`src/design/irmd_pkg.sv`:
```
package irmd_pkg;

    localparam int DEF_WIN_DEPTH = 30;

    localparam logic [3:0] TOP_BIT        = 4'd13;
    localparam logic [3:0] START_MIN_CODE = 4'd9;
    localparam logic [3:0] SHORT_LOW_CODE = 4'd1;
    localparam logic [3:0] PAIR_LIMIT     = 4'd4;
    localparam logic [3:0] LONG_CODE      = 4'd2;
    localparam logic [3:0] LOW_CODE       = 4'd1;
    localparam logic [3:0] INVALID_CODE   = 4'd10;

    localparam logic [1:0] CFG_SHORT_MIN = 2'd0;
    localparam logic [1:0] CFG_LONG_MIN  = 2'd1;
    localparam logic [1:0] CFG_MAX_VALID = 2'd2;

    localparam logic [15:0] RST_SHORT_MIN = 16'd444;
    localparam logic [15:0] RST_LONG_MIN  = 16'd1333;
    localparam logic [15:0] RST_MAX_VALID = 16'd2222;

    typedef struct packed {
        logic write;
        logic scan_init;
        logic scan_step;
        logic shift;
        logic load_out;
    } cmd_t;

    typedef struct packed {
        logic last_pos;
        logic need_shift;
    } status_t;

endpackage

```
`src/design/irmd_ctrl.sv`:
```
module irmd_ctrl
    import irmd_pkg::*;
(
    input  logic    clk,
    input  logic    rst_n,
    input  logic    in_valid,
    output logic    in_stall,
    output logic    out_valid,
    input  logic    out_stall,
    output cmd_t    cmd,
    input  status_t status
);

    localparam logic [1:0] ST_IDLE  = 2'd0;
    localparam logic [1:0] ST_SCAN  = 2'd1;
    localparam logic [1:0] ST_SHIFT = 2'd2;
    localparam logic [1:0] ST_DONE  = 2'd3;

    logic [1:0] state_reg;
    logic [1:0] state_next;
    logic       out_valid_reg;
    logic       out_valid_next;

    always_comb
    begin
        cmd        = '0;
        in_stall   = 1'b1;
        state_next = state_reg;
        unique case (state_reg)
            ST_IDLE:
            begin
                in_stall = 1'b0;
                if (in_valid)
                begin
                    cmd.write     = 1'b1;
                    cmd.scan_init = 1'b1;
                    state_next    = ST_SCAN;
                end
            end
            ST_SCAN:
            begin
                cmd.scan_step = 1'b1;
                if (status.last_pos)
                begin
                    state_next = status.need_shift ? ST_SHIFT : ST_DONE;
                end
            end
            ST_SHIFT:
            begin
                cmd.shift  = 1'b1;
                state_next = ST_DONE;
            end
            ST_DONE:
            begin
                if (!out_valid_reg || !out_stall)
                begin
                    cmd.load_out = 1'b1;
                    state_next   = ST_IDLE;
                end
            end
            default:
            begin
                state_next = ST_IDLE;
            end
        endcase
    end

    always_comb
    begin
        priority if (cmd.load_out)
        begin
            out_valid_next = 1'b1;
        end
        else if (!out_stall)
        begin
            out_valid_next = 1'b0;
        end
        else
        begin
            out_valid_next = out_valid_reg;
        end
    end

    always_ff @(posedge clk or negedge rst_n)
    begin
        if (!rst_n)
        begin
            state_reg     <= ST_IDLE;
            out_valid_reg <= 1'b0;
        end
        else
        begin
            state_reg     <= state_next;
            out_valid_reg <= out_valid_next;
        end
    end

    assign out_valid = out_valid_reg;

endmodule

```
`src/design/irmd_datapath.sv`:
```
module irmd_datapath
    import irmd_pkg::*;
#(
    parameter int WIN_DEPTH = DEF_WIN_DEPTH
)
(
    input  logic        clk,
    input  logic        rst_n,
    input  cmd_t        cmd,
    output status_t     status,
    input  logic        cfg_valid,
    input  logic [1:0]  cfg_index,
    input  logic [15:0] cfg_data,
    input  logic [15:0] interval_ticks,
    input  logic        pin_level,
    output logic [13:0] decoded_word
);

    localparam int IDX_W = $clog2(WIN_DEPTH);

    logic [3:0]       win_reg [WIN_DEPTH];
    logic [IDX_W-1:0] wi_reg;
    logic [IDX_W-1:0] pos_reg;
    logic [3:0]       bitpos_reg;
    logic [13:0]      word_reg;
    logic [13:0]      out_word_reg;
    logic             start_reg;
    logic             skip_reg;
    logic [15:0]      short_min_reg;
    logic [15:0]      long_min_reg;
    logic [15:0]      max_valid_reg;

    logic [3:0] code;
    logic [3:0] head_a;
    logic [3:0] head_b;
    logic       pair_ok;
    logic       pos_in_range;

    always_comb
    begin
        code = '0;
        if (interval_ticks > long_min_reg)
        begin
            code = LONG_CODE;
        end
        if (!pin_level)
        begin
            code = code + LOW_CODE;
        end
        if ((interval_ticks < short_min_reg) || (interval_ticks > max_valid_reg))
        begin
            code = code + INVALID_CODE;
        end
    end

    assign head_a       = win_reg[0];
    assign head_b       = win_reg[1];
    assign pair_ok      = (head_a < PAIR_LIMIT) && (head_b < PAIR_LIMIT);
    assign pos_in_range = (pos_reg >= IDX_W'(2)) && (pos_reg <= IDX_W'(WIN_DEPTH - 2));

    assign status.last_pos   = (pos_reg == IDX_W'(WIN_DEPTH - 1));
    assign status.need_shift = (wi_reg == IDX_W'(WIN_DEPTH - 1));

    always_ff @(posedge clk or negedge rst_n)
    begin
        if (!rst_n)
        begin
            short_min_reg <= RST_SHORT_MIN;
            long_min_reg  <= RST_LONG_MIN;
            max_valid_reg <= RST_MAX_VALID;
        end
        else if (cfg_valid)
        begin
            unique case (cfg_index)
                CFG_SHORT_MIN: short_min_reg <= cfg_data;
                CFG_LONG_MIN:  long_min_reg  <= cfg_data;
                CFG_MAX_VALID: max_valid_reg <= cfg_data;
                default:
                begin
                end
            endcase
        end
    end

    // The scan rotates the window one entry a cycle, so the pair under
    // examination always sits in the two lowest entries.
    always_ff @(posedge clk or negedge rst_n)
    begin
        if (!rst_n)
        begin
            for (int i = 0; i < WIN_DEPTH; i++)
            begin
                win_reg[i] <= '0;
            end
            wi_reg <= '0;
        end
        else if (cmd.write)
        begin
            win_reg[wi_reg] <= code;
            wi_reg          <= wi_reg + IDX_W'(1);
        end
        else if (cmd.scan_step)
        begin
            for (int i = 0; i < WIN_DEPTH - 1; i++)
            begin
                win_reg[i] <= win_reg[i+1];
            end
            win_reg[WIN_DEPTH-1] <= win_reg[0];
        end
        else if (cmd.shift)
        begin
            for (int i = 0; i < WIN_DEPTH - 1; i++)
            begin
                win_reg[i] <= win_reg[i+1];
            end
            wi_reg <= wi_reg - IDX_W'(1);
        end
    end

    always_ff @(posedge clk or negedge rst_n)
    begin
        if (!rst_n)
        begin
            pos_reg    <= '0;
            bitpos_reg <= TOP_BIT;
            word_reg   <= '0;
            start_reg  <= 1'b0;
            skip_reg   <= 1'b0;
        end
        else if (cmd.scan_init)
        begin
            pos_reg    <= '0;
            bitpos_reg <= TOP_BIT;
            word_reg   <= '0;
            start_reg  <= 1'b0;
            skip_reg   <= 1'b0;
        end
        else if (cmd.scan_step)
        begin
            pos_reg <= pos_reg + IDX_W'(1);
            if (pos_reg == '0)
            begin
                start_reg <= (head_a > START_MIN_CODE) && (head_b == SHORT_LOW_CODE);
            end
            if (start_reg && pos_in_range)
            begin
                if (skip_reg)
                begin
                    skip_reg <= 1'b0;
                end
                else if (pair_ok)
                begin
                    if (!head_a[0] && head_b[0])
                    begin
                        word_reg <= word_reg | (14'd1 << bitpos_reg);
                    end
                    if (bitpos_reg != '0)
                    begin
                        bitpos_reg <= bitpos_reg - 4'd1;
                    end
                    skip_reg <= (head_b <= SHORT_LOW_CODE);
                end
            end
        end
    end

    always_ff @(posedge clk)
    begin
        if (cmd.load_out)
        begin
            out_word_reg <= start_reg ? word_reg : '0;
        end
    end

    assign decoded_word = out_word_reg;

    a_wi_range: assert property (@(posedge clk) disable iff (!rst_n)
        wi_reg <= IDX_W'(WIN_DEPTH - 1))
        else $error("write index beyond window");

    a_shift_index: assert property (@(posedge clk) disable iff (!rst_n)
        cmd.shift |=> (wi_reg == IDX_W'(WIN_DEPTH - 2)))
        else $error("shift left write index off");

    a_bitpos_range: assert property (@(posedge clk) disable iff (!rst_n)
        bitpos_reg <= TOP_BIT)
        else $error("bit position beyond top bit");

    a_no_start_zero: assert property (@(posedge clk) disable iff (!rst_n)
        (cmd.load_out && !start_reg) |=> (out_word_reg == '0))
        else $error("nonzero word without start");

endmodule

```
`src/design/ir_manchester_pulse_decoder_core.sv`:
```
// Sequence: an accepted item is written into the pulse window, then the window is rescanned
// by rotation, one entry per cycle, then shifted down by one entry when the write index has
// reached the last entry, and the result is loaded into the output register once the output is free.
// The core takes no new item until that result is loaded; in_stall stays high meanwhile.
// Reset: thresholds return to 444, 1333 and 2222, the window and write index clear,
// and no result is pending.
module ir_manchester_pulse_decoder_core
    import irmd_pkg::*;
#(
    parameter int WIN_DEPTH = DEF_WIN_DEPTH
)
(
    input  logic        clk,
    input  logic        rst_n,
    input  logic        in_valid,
    output logic        in_stall,
    input  logic [15:0] interval_ticks,
    input  logic        pin_level,
    output logic        out_valid,
    input  logic        out_stall,
    output logic [13:0] decoded_word,
    input  logic        cfg_valid,
    output logic        cfg_ready,
    input  logic [1:0]  cfg_index,
    input  logic [15:0] cfg_data
);

    cmd_t    cmd;
    status_t status;

    assign cfg_ready = 1'b1;

    irmd_ctrl u_ctrl (
        .clk       (clk),
        .rst_n     (rst_n),
        .in_valid  (in_valid),
        .in_stall  (in_stall),
        .out_valid (out_valid),
        .out_stall (out_stall),
        .cmd       (cmd),
        .status    (status)
    );

    irmd_datapath #(
        .WIN_DEPTH (WIN_DEPTH)
    ) u_datapath (
        .clk            (clk),
        .rst_n          (rst_n),
        .cmd            (cmd),
        .status         (status),
        .cfg_valid      (cfg_valid),
        .cfg_index      (cfg_index),
        .cfg_data       (cfg_data),
        .interval_ticks (interval_ticks),
        .pin_level      (pin_level),
        .decoded_word   (decoded_word)
    );

endmodule
```
`config.mk`:
```
export PLATFORM = sky130hd
export DESIGN_NAME = ir_manchester_pulse_decoder_core
export DESIGN_NICKNAME = d
export VERILOG_FILES = /design/src/design/irmd_pkg.sv /design/src/design/irmd_ctrl.sv /design/src/design/irmd_datapath.sv /design/src/design/ir_manchester_pulse_decoder_core.sv
export SDC_FILE = /design/constraint.sdc
export NUM_CORES = 1
export LEC_CHECK = 0
export ABC_AREA = 1
export ABC_CLOCK_PERIOD_IN_PS = 2300
export BUFFER_PORTS_ARGS = -buffer_cell sky130_fd_sc_hd__buf_2
export CORE_MARGIN = 2
export CORE_UTILIZATION = 30
export DETAILED_ROUTE_END_ITERATION = 10
export HOLD_SLACK_MARGIN = 0.08
export PLACE_DENSITY = 0.49
export SLEW_MARGIN = 10
export SYNTH_ARGS = -nofsm -noshare
export SYNTH_HDL_FRONTEND = slang
export SYNTH_SLANG_ARGS = --single-unit
```
`constraint.sdc`:
```
create_clock -name clk -period 2.3 [get_ports clk]
set_input_delay 0 -clock clk [delete_from_list [all_inputs] [get_ports clk]]
set_output_delay 0 -clock clk [all_outputs]
set_load 0.05 [all_outputs]
```
Yosys cells after proc, flatten, opt, wreduce, memory -nomap -nowiden
Cells that the tools add are included.
Widths: inputs -> output; s select.
{"block": "totals", "elab_cells": 158, "output_inout_bits": 17, "input_bits": 40, "register_bits": 215}
{"block": "op_classes", "n_lt_le_gt_ge": 11, "bitwise_logic": 2, "addsub": 6, "n_reduce_logical": 33, "shifts": 1, "n_eq_ne": 14, "n_mux": 49}
{"cell": "$mux 116", "count": 2}
{"cell": "$bwmux 120", "count": 1}
{"cell": "$mux 120", "count": 1}
{"cell": "$mux 14", "count": 6}
{"cell": "$mux 4", "count": 10}
{"cell": "$gt 16x16->1", "count": 2}
{"cell": "$mux 5", "count": 5}
{"cell": "$demux 4 s5", "count": 1}
{"cell": "$lt 16x16->1", "count": 1}
{"cell": "$mux 1", "count": 16}
{"cell": "$reduce_bool 2->1", "count": 8}
{"cell": "$or 14x14->14", "count": 1}
{"cell": "$shl 1x4->14 const A", "count": 1}
{"cell": "$mux 2", "count": 6}
{"cell": "$reduce_and 2->1", "count": 6}
{"cell": "$add 5x1->5 const B", "count": 2}
{"cell": "$eq 5x5->1 const B", "count": 2}
{"cell": "$reduce_and 5->1", "count": 2}
{"cell": "$lt 4x3->1 const B", "count": 2}
{"cell": "$pmux 2 s4", "count": 1}
{"cell": "$eq 2x2->1 const B", "count": 3}
{"cell": "$ge 6x6->1 const B", "count": 1}
{"cell": "$logic_and 1x1->1", "count": 6}
{"cell": "$lt 6x1->1 const B", "count": 1}
{"cell": "other kinds (20)", "count": 29}

Longest topological paths before layout
Gate-level depths: netlist (run 1).
{"block": "depth", "ltp_word": 8, "mapped_depth": 18}

Modules after synthesis
A second synthesis (run 1) with hierarchy kept.
{"block": "unflattened", "cells_unflattened": 1391, "hier_area_um2": 11431.0}
{"module": "irmd_datapath", "cells_per_inst": 1350, "instances": 1, "area_each_um2": 11139.4}
{"module": "irmd_ctrl", "cells_per_inst": 39, "instances": 1, "area_each_um2": 280.3}
{"module": "ir_manchester_pulse_decoder_core", "cells_per_inst": 2, "instances": 1, "area_each_um2": 11.3}

Worst setup path before layout (run 1)
No wires, ideal clock.
{"block": "synth_path", "path_type": "register to register", "startpoint": "register u_datapath.max_valid_reg[7]", "endpoint": "register u_datapath.win_reg, in the netlist u_datapath.head_b[1]", "arrival_time_ns": 2.343, "required_ns": 2.162, "slack_ns": -0.181, "period_less_slack_ns": 2.481, "setup_time_ns": 0.138, "path_buffers": 2, "path_stages_with_launch": 15, "path_cell_list": "dfstp_2 inv_1 ha_1 a21o_1 nor2_1 nand2_1 nand2_1 nand2_1 nand2_1 nand2_1 buf_2 ha_1 clkinv_1 clkbuf_1 o211ai_1"}
{"block": "synth_via", "elab_chain_cells": 5}
{"element": "start: declaration", "line": "irmd_datapath.sv:31", "text": "logic [15:0] max_valid_reg;"}
{"element": "start signal: assignment", "line": "irmd_datapath.sv:77", "text": "CFG_MAX_VALID: max_valid_reg <= cfg_data;"}
{"element": "$gt 16x16->1", "line": "irmd_datapath.sv:50", "text": "if ((interval_ticks < short_min_reg) || (interval_ticks > max_valid_reg))"}
{"element": "$logic_or 1x1->1", "line": "irmd_datapath.sv:50"}
{"element": "$mux 4", "line": "irmd_datapath.sv:50"}
{"element": "$bwmux 120", "line": "irmd_datapath.sv:99", "text": "win_reg[wi_reg] <= code;"}
{"element": "$mux 120", "line": "irmd_datapath.sv:97", "text": "else if (cmd.write)"}
{"element": "end signal: indexed assignment", "line": "irmd_datapath.sv:99"}
{"element": "end signal: indexed assignment", "line": "irmd_datapath.sv:106", "text": "win_reg[i] <= win_reg[i+1];"}
{"element": "end signal: indexed assignment", "line": "irmd_datapath.sv:108", "text": "win_reg[WIN_DEPTH-1] <= win_reg[0];"}
{"element": "end: declaration", "line": "irmd_datapath.sv:21", "text": "logic [3:0] win_reg [WIN_DEPTH];"}
No other way between the ends.
A chain may end at the register's enable or synchronous reset.

Final worst setup path (run 1)
{"block": "layout_path", "startpoint": "register u_datapath.max_valid_reg[11]", "endpoint": "register u_datapath.win_reg[53] (netlist name)"}
The elaborated chain is that of the path after synthesis.

==> metrics.md, run 1 <==
| Metric | Value |
|---|---|
| Outcome | `complete, no violations` |
| Initial antenna violation count | `0` |
| Crit Path Max Fanout | `6` |
| DRC viols | `0` |
| Clk_lat worst skew | `540 ps` |
| P per Cell Area | `1230 nW/um^2` |
| Final Util | `36.4%` |
| R2R depth | `11` |
| Minimum clock period | `2240 ps` |
| H-tree depth | `1` |
| Rel. slew slack | `57.8%` |
| Required @ worst endpoint | `2730 ps` |
| P_leak | `6.65 nW` |
| Final instance area | `13600 sq um` |
| Post-synth EDFFs | `14` |
| Worst path most repeated cell | `ha_4` |
| Grt met3 use | `2.16%` |
| Core ar. | `37400 sq um` |
| Slowest stage delay, CP | `540 ps` |
| Worst slew pin tran | `633 ps` |
| Area leader, netlist | `dfrtp_1` |
| Flops & latches, synth | `215` |
| Layout cells sized above 1 | `14.3%` |
| Drt total wl | `29.4 mm` |
| Total power | `16.8 mW` |
| Hpwl dp | `19.3 mm` |
| Async set-reset flop share out of synthesis | `93.5%` |
| Max FFs per register | `112` |
| Maximum buffer depth of the clock tree | `3` |
| Final worst-path cycle share | `97.3%` |
| Hold Path Stages | `6` |
| Critical path data arrival time | `2670 ps` |
| Total CTS buffers | `26` |
| PortBufs | `55` |
| Clock Skews | `19.6 ps` |
| Width of the die | `198 microns` |
| Synth unique cells | `45` |
| Clk sinks | `215` |
| CTS tree | `done` |
| Die area | `39300 sq um` |
| Slew Viols, Final | `0` |
| Post-synth top area share | `39.8%` |
| Routed vias/inst | `4.65` |
| Area growth syn-to-layout | `20.2%` |
| Post-synthesis net count | `1475` |
| Reg clk slew, reported paths | `60 ps` |
| First-pass GRT wire length | `48.9 mm` |
| GR Util met1 | `21.6%` |
| Worst setup margin | `62.0 ps` |
| Commonest non-fill, non-tap cell in the layout | `nand2_1` |
| DRT iter0 DRCs | `538` |
| Floorplan row count | `71` |
| Largest net degree at the start of global routing | `98` |
| Vias in the first global route | `9250` |
| Router iterations before antenna repair | `4` |
| Most frequent cells in the layout | `nand2_1 (379), dfrtp_1 (180), inv_1 (166)` |
| N_diodes | `0` |
| I/O pins | `57` |
| Via count | `9243` |
| Synthesized instance count | `1368` |
| Total gr overflow | `0` |
| Synth warnings | `0` |
| Final Hold Violating Endpoints | `0` |
| Primary FF master, synth | `dfrtp_1` |
| Most crowded layer after global routing | `met2` |
| Cell Area, Synth | `11300 sq um` |
| Final GP Congestion | `0.769` |
| WL per Instance | `14.8 microns` |
| Nets | `1562` |
| Avg Synthesized Cell Area | `8.28 sq um` |
| CP Launch Type | `flip-flop` |
| Placement Setup Slack | `-94.8 ps` |
| F_max | `0.447 GHz` |
| Antenna Nets Post-Route | `0` |
| Setup TNS | `0 ps` |
| Max Cap Violations | `0` |
| Sequential-to-total area share from yosys stat | `48.3%` |
| Top post-synthesis cells by area | `dfrtp_1 (40%), nand2_1 (13%), ha_1 (7.3%), nand3_1 (6.1%), inv_1 (5.6%)` |
| RSZ-0062 raised after global routing | `yes` |
| Critical Path, Cell by Cell | `inv_2 -> ha_4 -> nand4_1 -> nor3_2 -> nand3_1 -> nand2_1 -> nand2_2 -> ha_4 -> inv_8 -> buf_12 -> o211ai_1` |
| CTS root buffer | `clkbuf_16` |
| Final setup viols | `0` |
| GRT Util Overall | `15.4%` |
| Tightest Hold Check Type | `input port to flip-flop` |
| Effective utilization at floorplan | `30.3%` |
| CP Capture Type | `flip-flop` |
| Dpl cell area | `12300 sq um` |
| Chip height | `198 microns` |
| Critical Setup Path Class | `flip-flop to flip-flop` |
| Max VDD drop | `948 uV` |
| Worst path slowest cell | `dfstp_2` |
| Met2 usage | `24.5%` |
stage by stage:
stage	instances	hold slack, ps
finish	1986	109
global route	1986	162
CTS	1981	91.1
detailed placement	1908	64.7
global placement	1908	54.5
floorplan	1368	-296
synth_stat cells, types with 3 or more instances:
master and number:
inv_2 11, dfrtp_1 180, nand3_1 137, buf_2 13, xor2_1 4, nor2_1 73, nor3_2 3, inv_1 170
o21ai_0 83, dfstp_2 21, a31oi_1 7, clkbuf_1 36, o221ai_1 7, nand2_1 382, ha_1 66, clkinv_1 5
nor2_2 3, o22ai_1 3, o211ai_1 73, o31ai_2 4, a21oi_1 31, buf_4 3, nor3_1 5, nand4_1 3
edfxtp_1 14, a21boi_1 4
critical path, delay by kind of cell, from the launching register on:
| family | cells | cell delay, ps |
|---|---|---|
| AND/OR/NAND/NOR | 5 | 620 |
| adder cells (fa/ha/maj) | 2 | 560 |
| flip-flops | 1 | 540 |
| buffers and inverters | 3 | 220 |
| AO/OA/AOI/OAI | 1 | 190 |
worst paths after layout:
check	from	slack [ps]	endpoint
setup reg to reg	u_datapath.max_valid_reg[11]$_DFFE_PN1P_	60	u_datapath.win_reg[53]$_DFFE_PN0P_
hold reg to reg	u_datapath.pos_reg[4]$_DFFE_PN0P_	470	u_datapath.pos_reg[4]$_DFFE_PN0P_
hold / removal	cfg_index[1]	110	u_datapath.long_min_reg[0]$_DFFE_PN1P_
max in group asynchronous	rst_n	970	u_datapath.bitpos_reg[0]$_DFFE_PN1P_
setup / recovery	u_datapath.max_valid_reg[11]$_DFFE_PN1P_	60	u_datapath.win_reg[53]$_DFFE_PN0P_
min in group asynchronous	rst_n	560	u_datapath.max_valid_reg[13]$_DFFE_PN0P_
per-layer routing:
metal | wire length, microns | up-vias
met5 | 0 | -
met4 | 782 | 0
met3 | 1090 | 54
met2 | 13100 | 141
met1 | 14400 | 4387
li1 | - | 4661
what timing repair did:
action                                  CTS  global route
cloned                                    0             3
resized for setup                         3            30
pin swaps                                 2            35
hold buffers                             25             0
setup buffers                             0             2
endpoints found under the setup margin   40            72
endpoints found under the hold margin   262             0
kinds of logic after synthesis:
group / synth area share [%]
XOR/XNOR: 0.309
buffers and inverters: 8.29
flip-flops: 48.3
other: 0.0331
AO/OA/AOI/OAI: 12.5
adder cells (fa/ha/maj): 7.47
AND/OR/NAND/NOR: 23.0
final cells by class:
class,instances,area (sq um)
multi-input cells,912,5090
repair buffers,114,903
flip-flops and latches,215,5480
clock inverters,17,116
fillers,3872,23800
clock buffers,31,691
inverters,186,706
well taps,511,639
where the power goes:
group / total (mW) / internal, mW / switching (mW)
Clock: 3.91 / 2.25 / 1.66
Sequential: 5.73 / 5.03 / 0.691
Combinational: 7.12 / 2.41 / 4.71
Total: 16.8 / 9.70 / 7.06
(Power assumes the default switching activity.)
==> run 2, diff against run 1 <==
ABC_AREA = unset   (was 1)
PLACE_DENSITY = 0.48   (was 0.49)
==> run 2 against run 1 <==
The flow now finishes with violations (setup timing). Count of clock-buffer cells in the layout increased by 9. Clock power is 4% higher. Cell area up 5.2%. Utilization up 3.8 points. Non-clock buffer count grew 69. Register-to-register slack got worse by 310 ps. Setup slack got worse by 310 ps. Critical endpoint is now u_datapath.win_reg[41]$_DFFE_PN0P_. Critical path depth unchanged. Global-route usage grew 0.35 points. Synthesized area shrank 3.8%. Final cell count shrank 13%. Largest power group unchanged.
==> metrics.md, run 2 <==
| Metric | Value |
|---|---|
| Cell Area, Synth | `10900 sq um` |
| Worst slew pin tran | `738 ps` |
| Chip height | `195 microns` |
| Required @ worst endpoint | `2760 ps` |
| Final GP Congestion | `0.754` |
| Most frequent cells in the layout | `dfrtp_1 (180), nand2_1 (172), nor2_1 (112)` |
| Layout cells sized above 1 | `30.2%` |
| Critical Setup Path Class | `flip-flop to flip-flop` |
| Final worst-path cycle share | `111%` |
| WL per Instance | `17.3 microns` |
| Area growth syn-to-layout | `31.5%` |
| Sequential-to-total area share from yosys stat | `50.2%` |
| Slowest stage delay, CP | `520 ps` |
| Nets | `1360` |
| CP Capture Type | `flip-flop` |
| Final Hold Violating Endpoints | `0` |
| Minimum clock period | `2550 ps` |
| GRT Util Overall | `15.7%` |
| Maximum buffer depth of the clock tree | `3` |
| Synth unique cells | `69` |
| Initial antenna violation count | `2` |
| Placement Setup Slack | `-546 ps` |
| H-tree depth | `1` |
| P per Cell Area | `1350 nW/um^2` |
| P_leak | `6.14 nW` |
| Crit Path Max Fanout | `8` |
| Largest net degree at the start of global routing | `70` |
| DRT iter0 DRCs | `526` |
| Primary FF master, synth | `dfrtp_1` |
| Width of the die | `195 microns` |
| Area leader, netlist | `dfrtp_1` |
| Max VDD drop | `797 uV` |
| Worst path slowest cell | `dfstp_2` |
| Post-synthesis net count | `1205` |
| Die area | `37900 sq um` |
| Router iterations before antenna repair | `5` |
| Worst setup margin | `-249 ps` |
| Synth warnings | `0` |
| Rel. slew slack | `50.8%` |
| Failing checks | `setup timing` |
| Total CTS buffers | `26` |
| Top post-synthesis cells by count | `dfrtp_1 (180), nand2_1 (174), nor2_1 (116), a21oi_1 (75), ha_1 (66)` |
| Clock Skews | `8.24 ps` |
| Tightest Hold Check Type | `input port to flip-flop` |
| Async set-reset flop share out of synthesis | `93.5%` |
| Top post-synthesis cells by area | `dfrtp_1 (41%), ha_1 (7.6%), nand2_1 (6.0%), dfstp_2 (5.1%), nor2_1 (4.0%)` |
| Top-count cell post-synth | `dfrtp_1` |
| Core ar. | `35700 sq um` |
| CTS root buffer | `clkbuf_16` |
| CTS tree | `done` |
| Max FFs per register | `112` |
| Total gr overflow | `0` |
| Flops & latches, synth | `215` |
| Floorplan row count | `69` |
| Critical Path, Cell by Cell | `inv_2 -> ha_4 -> and4_4 -> nand3_4 -> o41ai_4 -> a2bb2oi_2 -> inv_2 -> ha_4 -> buf_12 -> o21ai_2 -> a21oi_2` |
| Clk sinks | `215` |
| Via count | `8544` |
| I/O pins | `57` |
| Antenna Nets Post-Route | `0` |
| Post-synth EDFFs | `14` |
| First-pass GRT wire length | `48.2 mm` |
| Critical path data arrival time | `3010 ps` |
| CP Launch Type | `flip-flop` |
| Drt total wl | `29.9 mm` |
| Synthesized instance count | `1098` |
| Layout fillers | `3522` |
| PortBufs | `55` |
| Avg Synthesized Cell Area | `9.93 sq um` |
| Commonest non-fill, non-tap cell in the layout | `dfrtp_1` |
| Vias in the first global route | `8855` |
| Outcome | `finished with violations` |
| RSZ-0062 raised after global routing | `yes` |
| Multi-input logic area | `5520 sq um` |
| Clk_lat worst skew | `530 ps` |
| F_max | `0.392 GHz` |
| Reg clk slew, reported paths | `60 ps` |
| DRC viols | `0` |
| FF/Latch Area | `5480 sq um` |
| Routed vias/inst | `4.93` |
| Post-synth top area share | `41.3%` |
| Hpwl dp | `18.0 mm` |
| Final Util | `40.2%` |
| Slew Viols, Final | `0` |
| Final setup viols | `75` |
| Max Cap Violations | `0` |
| Effective utilization at floorplan | `30.6%` |
| Total power | `19.4 mW` |
[run 2: cell types whose count changed after synthesis, sizes merged, moves of 36 or more]
cell,change
mux2,+36
o21ai,-41
nand3,-133
inv,-123
a21oi,+45
nor2,+50
o211ai,-70
nand2,-211
[run 2: area by class of cell]
cell class	instances	share of cell area, %
well taps	461	4.03
flip-flops and latches	215	38.2
inverters	58	1.52
clock buffers	40	5.48
repair buffers	183	11.8
diodes	1	0.0175
clock inverters	7	0.410
multi-input cells	769	38.6
[run 2: cell families after synthesis]
kind of cell	synth area share, %
mux	3.90
compound gates	16.0
flops	50.2
buf+inv	4.59
xor+xnor	0.964
fa+ha+maj	7.76
other cells	0.0344
simple gates	16.5
[run 2: worst paths after layout]
| path | from | endpoint | slack (ps) | depth (start not counted) |
|---|---|---|---|---|
| setup / recovery | u_datapath.short_min_reg[8]$_DFFE_PN1P_ | u_datapath.win_reg[41]$_DFFE_PN0P_ | -250 | 11 |
| min in group asynchronous | rst_n | u_datapath.long_min_reg[0]$_DFFE_PN1P_ | 140 | 2 |
| max in group asynchronous | rst_n | u_datapath.bitpos_reg[3]$_DFFE_PN1P_ | 1790 | 3 |
| setup reg to reg | u_datapath.short_min_reg[8]$_DFFE_PN1P_ | u_datapath.win_reg[41]$_DFFE_PN0P_ | -250 | 11 |
| hold / removal | cfg_index[0] | u_datapath.short_min_reg[15]$_DFFE_PN0P_ | 100 | 4 |
| hold reg to reg | u_datapath.win_reg[69]$_DFFE_PN0P_ | u_datapath.win_reg[69]$_DFFE_PN0P_ | 480 | 2 |
[run 2: what timing repair did]
item,4_1_cts,5_1_grt
cloned,2,3
hold buffers,49,0
hold endpoints to repair,261,0
setup endpoints to repair,90,97
gates resized for setup,34,69
buffers inserted,9,8
pin swaps,24,28
[run 2: routing by layer]
metal,vias to the layer above,global-route usage (%),wire length [microns]
met5,-,0,13
met4,2,3.73,624
met3,43,2.12,981
met2,119,27.4,14400
met1,4212,20.7,13900
li1,4168,-,-
[run 2: critical path: cells and delay by family (launching register included)]
kind | cells | cell delay, ps
AND/OR/NAND/NOR | 2 | 310
AO/OA/AOI/OAI | 4 | 760
adder cells (fa/ha/maj) | 2 | 600
flip-flops | 1 | 520
buffers and inverters | 3 | 280
[run 2: per-stage QoR]
step                cell area [sq um]  hold WS (ps)  std cells  setup TNS (ps)
finish                          14300          97.6       1734          -11960
global route                    14300           136       1734          -23190
CTS                             13900          83.2       1724          -11960
detailed placement              12300          52.7       1617          -27360
global placement                12300          55.7       1617          -24700
floorplan                       11200          -296       1098           -8310
[run 2: power by group]
| part | internal, mW | total (mW) | switching, mW |
|---|---|---|---|
| Sequential | 5.26 | 6.26 | 0.994 |
| Combinational | 3.93 | 9.09 | 5.16 |
| Clock | 2.44 | 4.06 | 1.61 |
| Total | 11.6 | 19.4 | 7.77 |
